[config.mk]
export PLATFORM = sky130hd
export DESIGN_NAME = branch_and_condition_register_unit_top
export DESIGN_NICKNAME = d
export VERILOG_FILES = /design/src/design/bcru_pkg.sv /design/src/design/branch_and_condition_register_unit_top.sv /design/src/design/bcru_front.sv /design/src/design/bcru_queue.sv /design/src/design/bcru_exec.sv
export SDC_FILE = /design/constraint.sdc
export NUM_CORES = 1
export LEC_CHECK = 0
export ABC_CLOCK_PERIOD_IN_PS = 12700
export BUFFER_PORTS_ARGS = -buffer_cell sky130_fd_sc_hd__buf_4
export CAP_MARGIN = 20
export CORE_MARGIN = 4
export CORE_UTILIZATION = 40
export DETAILED_ROUTE_END_ITERATION = 8
export GPL_TIMING_DRIVEN = 0
export PLACE_DENSITY = 0.55
export SLEW_MARGIN = 20
export SYNTH_ARGS = -nofsm -noshare
export SYNTH_HDL_FRONTEND = slang
export SYNTH_HIERARCHICAL = 1
export SYNTH_SLANG_ARGS = --single-unit
[constraint.sdc]
create_clock -name clk -period 12.7 [get_ports clk]
set_input_delay 0.635 -clock clk [delete_from_list [all_inputs] [get_ports clk]]
set_output_delay 0.635 -clock clk [all_outputs]
set_load 0.01 [all_outputs]
[src/design/bcru_pkg.sv]
// Package with the word types, operation codes and constants of the branch unit.
`timescale 1ns / 1ps
package bcru_pkg;

  localparam int INSTR_BYTES = 4;
  localparam logic [31:0] ALIGN_MASK = ~32'h3;

  localparam int BO_SKIP_COND = 4;
  localparam int BO_COND_VALUE = 3;
  localparam int BO_SKIP_CTR = 2;
  localparam int BO_CTR_ZERO = 1;

  localparam int QUEUE_DEPTH = 2;
  localparam int QPTR_W = $clog2(QUEUE_DEPTH);
  localparam int QCNT_W = $clog2(QUEUE_DEPTH + 1);

  typedef enum logic [3:0] {
    OP_B       = 4'd0,
    OP_BC      = 4'd1,
    OP_BCLR    = 4'd2,
    OP_BCCTR   = 4'd3,
    OP_CRAND   = 4'd4,
    OP_CRANDC  = 4'd5,
    OP_CREQV   = 4'd6,
    OP_CRNAND  = 4'd7,
    OP_CRNOR   = 4'd8,
    OP_CROR    = 4'd9,
    OP_CRORC   = 4'd10,
    OP_CRXOR   = 4'd11,
    OP_LOAD_CTR = 4'd12,
    OP_LOAD_LR = 4'd13,
    OP_LOAD_CR = 4'd14
  } op_t;

  typedef enum logic [2:0] {
    CL_BRANCH,
    CL_CRLOGIC,
    CL_LOAD_CTR,
    CL_LOAD_LR,
    CL_LOAD_CR,
    CL_NOP
  } class_t;

  typedef enum logic [2:0] {
    CR_AND, CR_ANDC, CR_EQV, CR_NAND, CR_NOR, CR_OR, CR_ORC, CR_XOR
  } cr_fn_t;

  typedef enum logic [1:0] {
    TGT_IMM,
    TGT_LR,
    TGT_CTR
  } target_sel_t;

  typedef struct packed {
    logic [3:0]         operation;
    logic [31:0]        current_address;
    logic signed [23:0] displacement;
    logic               absolute;
    logic               link;
    logic [4:0]         branch_options;
    logic [4:0]         condition_bit;
    logic [4:0]         source_bit_a;
    logic [4:0]         source_bit_b;
    logic [4:0]         dest_bit;
    logic [63:0]        write_value;
  } cmd_word_t;

  typedef struct packed {
    logic        taken;
    logic [31:0] next_address;
    logic [31:0] link_value;
    logic [63:0] counter_value;
    logic [31:0] condition_value;
  } res_word_t;

  typedef struct packed {
    class_t      kind;
    cr_fn_t      cr_fn;
    target_sel_t target_sel;
    logic        ctr_use;
    logic        ctr_zero;
    logic        cond_use;
    logic        cond_want;
    logic        link;
    logic [4:0]  cond_bit;
    logic [4:0]  bit_a;
    logic [4:0]  bit_b;
    logic [4:0]  bit_d;
    logic [31:0] imm_target;
    logic [32:0] seq_address;
    logic [63:0] write_value;
  } entry_t;

endpackage

[src/design/branch_and_condition_register_unit_top.sv]
// Top level of the branch and condition-register unit.
`timescale 1ns / 1ps
// The unit executes one branch, condition-register logical or register-load command
// word per clock cycle while no result stalls, and returns one result word for each.
// A command is classified by the front end and written into a two-word queue; the
// execute stage takes one word per cycle, updates CR, CTR and LR in that same cycle
// and registers the result, so a command passes a queue slot and then the result
// register. The sustained rate of one word per cycle is set by the execute stage,
// where each word reads the state left by the word before it. A stalled result holds
// the execute stage, and the queue then fills and stalls the command side.
module branch_and_condition_register_unit_top
  import bcru_pkg::*;
#(
  parameter int ADDRESS_WIDTH = 32
) (
  input  logic      clk,
  input  logic      rst,
  input  logic      cmd_valid,
  output logic      cmd_stall,
  input  cmd_word_t cmd,
  output logic      res_valid,
  input  logic      res_stall,
  output res_word_t res
);

  entry_t front_entry;
  entry_t head_entry;
  logic   queue_not_empty;
  logic   queue_full;
  logic   pop;

  assign cmd_stall = queue_full;

  bcru_front u_front (
    .cmd   (cmd),
    .entry (front_entry)
  );

  bcru_queue u_queue (
    .clk        (clk),
    .rst        (rst),
    .push       (cmd_valid && !queue_full),
    .push_entry (front_entry),
    .pop        (pop),
    .head       (head_entry),
    .not_empty  (queue_not_empty),
    .full       (queue_full)
  );

  bcru_exec #(
    .ADDRESS_WIDTH (ADDRESS_WIDTH)
  ) u_exec (
    .clk         (clk),
    .rst         (rst),
    .entry       (head_entry),
    .entry_valid (queue_not_empty),
    .pop         (pop),
    .res_valid   (res_valid),
    .res_stall   (res_stall),
    .res         (res)
  );

endmodule

[src/design/bcru_front.sv]
// Front end: classifies each command word and computes the addresses that need no state.
`timescale 1ns / 1ps
module bcru_front
  import bcru_pkg::*;
(
  input  cmd_word_t cmd,
  output entry_t    entry
);

  logic [31:0] offset;
  logic [31:0] rel_target;
  logic [32:0] seq_sum;

  always_comb begin
    if (cmd.operation == OP_B) begin
      offset = {{6{cmd.displacement[23]}}, cmd.displacement, 2'b00};
    end else begin
      offset = {{16{cmd.displacement[13]}}, cmd.displacement[13:0], 2'b00};
    end
    rel_target = cmd.absolute ? offset : cmd.current_address + offset;
    seq_sum = {1'b0, cmd.current_address} + 33'(INSTR_BYTES);
  end

  always_comb begin
    entry.kind = CL_NOP;
    entry.cr_fn = cr_fn_t'(3'(cmd.operation - OP_CRAND));
    entry.target_sel = TGT_IMM;
    entry.ctr_use = !cmd.branch_options[BO_SKIP_CTR];
    entry.ctr_zero = cmd.branch_options[BO_CTR_ZERO];
    entry.cond_use = !cmd.branch_options[BO_SKIP_COND];
    entry.cond_want = cmd.branch_options[BO_COND_VALUE];
    entry.link = cmd.link;
    entry.cond_bit = cmd.condition_bit;
    entry.bit_a = cmd.source_bit_a;
    entry.bit_b = cmd.source_bit_b;
    entry.bit_d = cmd.dest_bit;
    entry.imm_target = rel_target & ALIGN_MASK;
    entry.seq_address = seq_sum & {1'b1, ALIGN_MASK};
    entry.write_value = cmd.write_value;
    unique case (cmd.operation) inside
      OP_B: begin
        entry.kind = CL_BRANCH;
        entry.ctr_use = 1'b0;
        entry.cond_use = 1'b0;
      end
      OP_BC: begin
        entry.kind = CL_BRANCH;
      end
      OP_BCLR: begin
        entry.kind = CL_BRANCH;
        entry.target_sel = TGT_LR;
      end
      OP_BCCTR: begin
        entry.kind = CL_BRANCH;
        entry.target_sel = TGT_CTR;
        entry.ctr_use = 1'b0;
      end
      OP_CRAND, OP_CRANDC, OP_CREQV, OP_CRNAND, OP_CRNOR, OP_CROR, OP_CRORC, OP_CRXOR: begin
        entry.kind = CL_CRLOGIC;
      end
      OP_LOAD_CTR: entry.kind = CL_LOAD_CTR;
      OP_LOAD_LR:  entry.kind = CL_LOAD_LR;
      OP_LOAD_CR:  entry.kind = CL_LOAD_CR;
      default:     entry.kind = CL_NOP;
    endcase
  end

endmodule

[src/design/bcru_queue.sv]
// Two-entry queue that decouples the front end from the execute stage.
`timescale 1ns / 1ps
module bcru_queue
  import bcru_pkg::*;
(
  input  logic   clk,
  input  logic   rst,
  input  logic   push,
  input  entry_t push_entry,
  input  logic   pop,
  output entry_t head,
  output logic   not_empty,
  output logic   full
);

  entry_t             slots [QUEUE_DEPTH];
  logic [QPTR_W-1:0]  wr_ptr;
  logic [QPTR_W-1:0]  rd_ptr;
  logic [QCNT_W-1:0]  count;

  assign head = slots[rd_ptr];
  assign not_empty = (count != '0);
  assign full = (count == QCNT_W'(QUEUE_DEPTH));

  always_ff @(posedge clk) begin
    if (push) begin
      slots[wr_ptr] <= push_entry;
    end
  end

  always_ff @(posedge clk) begin
    if (rst) begin
      wr_ptr <= '0;
      rd_ptr <= '0;
      count <= '0;
    end else begin
      if (push) begin
        wr_ptr <= (wr_ptr == QPTR_W'(QUEUE_DEPTH - 1)) ? '0 : wr_ptr + 1'b1;
      end
      if (pop) begin
        rd_ptr <= (rd_ptr == QPTR_W'(QUEUE_DEPTH - 1)) ? '0 : rd_ptr + 1'b1;
      end
      if (push && !pop) begin
        count <= count + 1'b1;
      end else if (pop && !push) begin
        count <= count - 1'b1;
      end
    end
  end

`ifndef NO_ASSERTIONS
  a_count_bound: assert property (@(posedge clk) disable iff (rst)
    count <= QCNT_W'(QUEUE_DEPTH))
    else $error("Queue count exceeds its depth.");

  a_pop_nonempty: assert property (@(posedge clk) disable iff (rst)
    pop |-> not_empty)
    else $error("Queue popped while empty.");

  a_pop_drains: assert property (@(posedge clk) disable iff (rst)
    pop && !push |=> count == $past(count) - 1'b1)
    else $error("Queue count did not drop after a pop.");
`endif

endmodule

[src/design/bcru_exec.sv]
// Execute stage: holds CR, CTR and LR, resolves branches and drives the result register.
`timescale 1ns / 1ps
module bcru_exec
  import bcru_pkg::*;
#(
  parameter int ADDRESS_WIDTH = 32
) (
  input  logic      clk,
  input  logic      rst,
  input  entry_t    entry,
  input  logic      entry_valid,
  output logic      pop,
  output logic      res_valid,
  input  logic      res_stall,
  output res_word_t res
);

  logic [31:0]              condition_reg;
  logic [63:0]              count_reg;
  logic [ADDRESS_WIDTH-1:0] link_reg;

  logic [31:0]              condition_reg_next;
  logic [63:0]              count_reg_next;
  logic [ADDRESS_WIDTH-1:0] link_reg_next;

  logic [63:0] ctr_dec;
  logic        ctr_ok;
  logic        cond_ok;
  logic        taken;
  logic [31:0] target;
  logic        bit_a;
  logic        bit_b;
  logic        cr_result;
  res_word_t   res_next;

  assign pop = entry_valid && (!res_valid || !res_stall);

  always_comb begin
    ctr_dec = count_reg - 64'd1;
    bit_a = condition_reg[5'd31 - entry.bit_a];
    bit_b = condition_reg[5'd31 - entry.bit_b];
    ctr_ok = !entry.ctr_use || (entry.ctr_zero ? (ctr_dec == '0) : (ctr_dec != '0));
    cond_ok = !entry.cond_use ||
              (condition_reg[5'd31 - entry.cond_bit] == entry.cond_want);
    case (entry.target_sel)
      TGT_LR:  target = link_reg[31:0] & ALIGN_MASK;
      TGT_CTR: target = count_reg[31:0] & ALIGN_MASK;
      default: target = entry.imm_target;
    endcase
    case (entry.cr_fn)
      CR_AND:  cr_result = bit_a & bit_b;
      CR_ANDC: cr_result = bit_a & ~bit_b;
      CR_EQV:  cr_result = ~(bit_a ^ bit_b);
      CR_NAND: cr_result = ~(bit_a & bit_b);
      CR_NOR:  cr_result = ~(bit_a | bit_b);
      CR_OR:   cr_result = bit_a | bit_b;
      CR_ORC:  cr_result = bit_a | ~bit_b;
      default: cr_result = bit_a ^ bit_b;
    endcase

    condition_reg_next = condition_reg;
    count_reg_next = count_reg;
    link_reg_next = link_reg;
    taken = 1'b0;
    unique case (entry.kind)
      CL_BRANCH: begin
        taken = ctr_ok && cond_ok;
        if (entry.ctr_use) begin
          count_reg_next = ctr_dec;
        end
        if (entry.link) begin
          link_reg_next = ADDRESS_WIDTH'(entry.seq_address);
        end
      end
      CL_CRLOGIC:  condition_reg_next[5'd31 - entry.bit_d] = cr_result;
      CL_LOAD_CTR: count_reg_next = entry.write_value;
      CL_LOAD_LR:  link_reg_next = entry.write_value[ADDRESS_WIDTH-1:0];
      CL_LOAD_CR:  condition_reg_next = entry.write_value[31:0];
      default: begin
      end
    endcase

    res_next.taken = taken;
    res_next.next_address = taken ? target : entry.seq_address[31:0];
    res_next.link_value = link_reg_next[31:0];
    res_next.counter_value = count_reg_next;
    res_next.condition_value = condition_reg_next;
  end

  always_ff @(posedge clk) begin
    if (rst) begin
      condition_reg <= '0;
      count_reg <= '0;
      link_reg <= '0;
      res_valid <= 1'b0;
    end else if (pop) begin
      condition_reg <= condition_reg_next;
      count_reg <= count_reg_next;
      link_reg <= link_reg_next;
      res_valid <= 1'b1;
    end else if (!res_stall) begin
      res_valid <= 1'b0;
    end
  end

  always_ff @(posedge clk) begin
    if (pop) begin
      res <= res_next;
    end
  end

`ifndef NO_ASSERTIONS
  a_only_branch_taken: assert property (@(posedge clk) disable iff (rst)
    pop && entry.kind != CL_BRANCH |=> !res.taken)
    else $error("A non-branch word was reported as taken.");

  a_load_ctr: assert property (@(posedge clk) disable iff (rst)
    pop && entry.kind == CL_LOAD_CTR |=> count_reg == $past(entry.write_value))
    else $error("CTR load did not take the written value.");

  a_state_hold: assert property (@(posedge clk) disable iff (rst)
    !pop |=> $stable(condition_reg) && $stable(count_reg) && $stable(link_reg))
    else $error("Architected state changed without an executed word.");
`endif

endmodule

==> run summary <==
The flow ran to the end, and the final reports show no timing, DRC or antenna violations. Across all layers, the routed design uses 24.5k vias. The layout cell share with drive strength beyond 1 came out at 23.1%. The number of I/O port buffers is 226. The leading cell type in the layout, fill and taps excluded is sky130_fd_sc_hd__edfxtp_1. Row generation in the floorplan step produced 102 rows. The kind of path behind the tightest hold check is in -> reg. The via count of the first global-routing pass is 23.9k. The power per cell area is 277 nW/µm². The storage element area is 17,200 µm². STA classifies the critical path startpoint as a flip-flop. The initial standard-cell utilization of the core is 40.5%.

The tree is rooted in a sky130_fd_sc_hd__clkbuf_16. The time the worst path needs with I/O delays and setup is 6020 ps. The largest vdd supply drop is 115 µV. The width of the chip came out at 289 µm. The placeable core region is 77,800 µm². Timing would allow up to 166 MHz. The register with the most flip-flops in the layout has 322 of them.

The detailed-route wire length came out at 119,000 µm. The design draws 10,300 µW. The hold buffer count at CTS came out at 0. The number of endpoints with negative hold slack in the final report came to 0.

The pin count of the biggest net entering global routing is 49. The final layout contains 3,351 nets. The average size of a mapped cell is 11.1 µm².

The largest stage delay on the critical path is 610 ps. From bottom edge to top edge, the die measures 289 µm. The number of buffers on the longest clock path came out at 3. The violation count after the first detailed-routing iteration is 2,563. The critical path goes through buf_6, buf_6, buf_6, mux2_4, clkbuf_1, mux4_2, mux4_2, mux2i_1, inv_1, ha_1, mux2i_1, nand2_1, o21ai_0, o211ai_1, or2_2, clkbuf_1, o21ai_0, nor2_1, nor3_1.

The total of warnings raised by yosys is 6. In the finished design, the share of the clock period the worst path needs comes to 47.4%. STA classifies the critical path endpoint as a flip-flop. Setup repair after global routing left no endpoint under its margin. The die covers 83,400 µm². The final setup TNS came out at 0 ps.

For this design the static power due to leakage is 0.0136 µW. The multi-input combinational cells in the finished layout cover a total of 12,700 µm². The count of TritonRoute iterations in the first routing pass came out at 7.

The area added between synthesis and finish is 17.7%. The worst slew margin relative to its limit came out at 17.7%. Among all stages on the critical path, the largest delay is contributed by sky130_fd_sc_hd__mux2i_1. The kind of cell with the highest combined delay along the critical path is multiplexers.

The cell that appears most often on the critical path is sky130_fd_sc_hd__buf_6. The actual slew at the worst max-slew pin came out at 1230 ps. STA puts the critical path data arrival time at 6550 ps. Global routing used 27.9% of the available tracks. The number of buffer and inverter instances along the worst setup path is 6. The post-cts resize count is 0. Clock tree synthesis inserted a total of 68 buffers.

The pre-CTS setup slack came out at 6660 ps. The leftover overflow at the end of global routing is 0. After clock tree synthesis, the setup repair step added 0 buffers.

The global-route wire length before repair is 168,000 µm. The number of vias per cell after detailed routing is 5.75. The post-DP HPWL is 90,500 µm.

The congestion estimate from routability-driven global placement came to 0.952. The CTS clock-pin slew for the worst setup and hold paths came out at 60 ps. Setup violations remaining at the end of the flow were counted as 0.

Max-cap violations in this run came to 0. The clock reaches the later pin of the worst-skew pair after 620 ps. The minimum setup slack in the final design came out at 6680 ps. The residual antenna-violating net count after detailed routing came out at 0. The post-detailed-route wirelength per cell came out at 28.0 µm. The start-to-end type of the worst setup path is reg -> reg. The gate count of the mapped netlist is 2,842.

The required time reported for the critical path endpoint came out at 13,230 ps. For this run, design rule violations remaining after detail routing come to 0. The number of antenna violations at the first check in global routing came out at 5. After routing the design area is 37,100 µm². The total clock sinks is 617. The worst setup skew after layout is 17.9 ps.

The top-level I/O count came out at 318. The largest fanout of any net on the critical path is 10. In the layout the commonest cells are sky130_fd_sc_hd__edfxtp_1 (483), sky130_fd_sc_hd__nand2_1 (418), sky130_fd_sc_hd__buf_4 (324). After detailed placement, the total cell area comes to 34,900 µm². TritonCTS built the clock tree.

The filler cells instantiated in the layout total 7,146. CTS built an H-tree with a depth of 3. The post-synthesis cell area came out at 31,500 µm². The final-report max-slew violation count came out at 0.
[metrics by stage]
| step | utilization (%) | std cells | hold slack, ps |
|---|---|---|---|
| after floorplan | - | 2845 | 437 |
| after global placement | 44.4 | 4111 | 445 |
| after detailed placement | 44.8 | 4125 | 450 |
| after CTS | 47.7 | 4250 | 157 |
| after global routing | 47.7 | 4253 | 171 |
| final | 47.7 | 4255 | 192 |
[worst paths after layout]
check / start / end / slack (ps) / depth (start not counted)
setup / recovery: flip-flop / u_exec/condition_reg[0]$_SDFFE_PP0P_ / 6680 / 19
hold / removal: cmd[17] / u_queue/slots[0][17]$_DFFE_PP_ / 190 / 1
setup reg to reg: flip-flop / u_exec/condition_reg[0]$_SDFFE_PP0P_ / 6680 / 19
hold reg to reg: u_exec/link_reg[0]$_SDFFE_PP0P_ / u_exec/link_reg[0]$_SDFFE_PP0P_ / 460 / 2
[area by class of cell]
class                      instances  share of cell area (%)
antenna                            5                  0.0337
sequential                       617                    46.3
tap                             1040                    3.50
timing repair buffer             240                    5.45
clock buffer                      93                    5.03
inverter                          38                   0.384
buffer                           283                    4.24
clock inverter                    32                   0.960
multi-input combinational       1907                    34.1
[where the power goes]
part           internal [µW]  switching (µW)  leakage (µW)
Combinational           1780            3240       0.00682
Sequential              2920             365       0.00568
Clock                   1130             829       0.00108
Total                   5830            4440        0.0136
[routing by layer]
metal | GRT usage, % | share of wire [%]
met1 | 36.2 | 41
met2 | 46.6 | 48
met3 | 4.13 | 6.6
met4 | 12.0 | 4.6
met5 | 0 | 0
No activity file was read; power rests on OpenSTA's default activity.
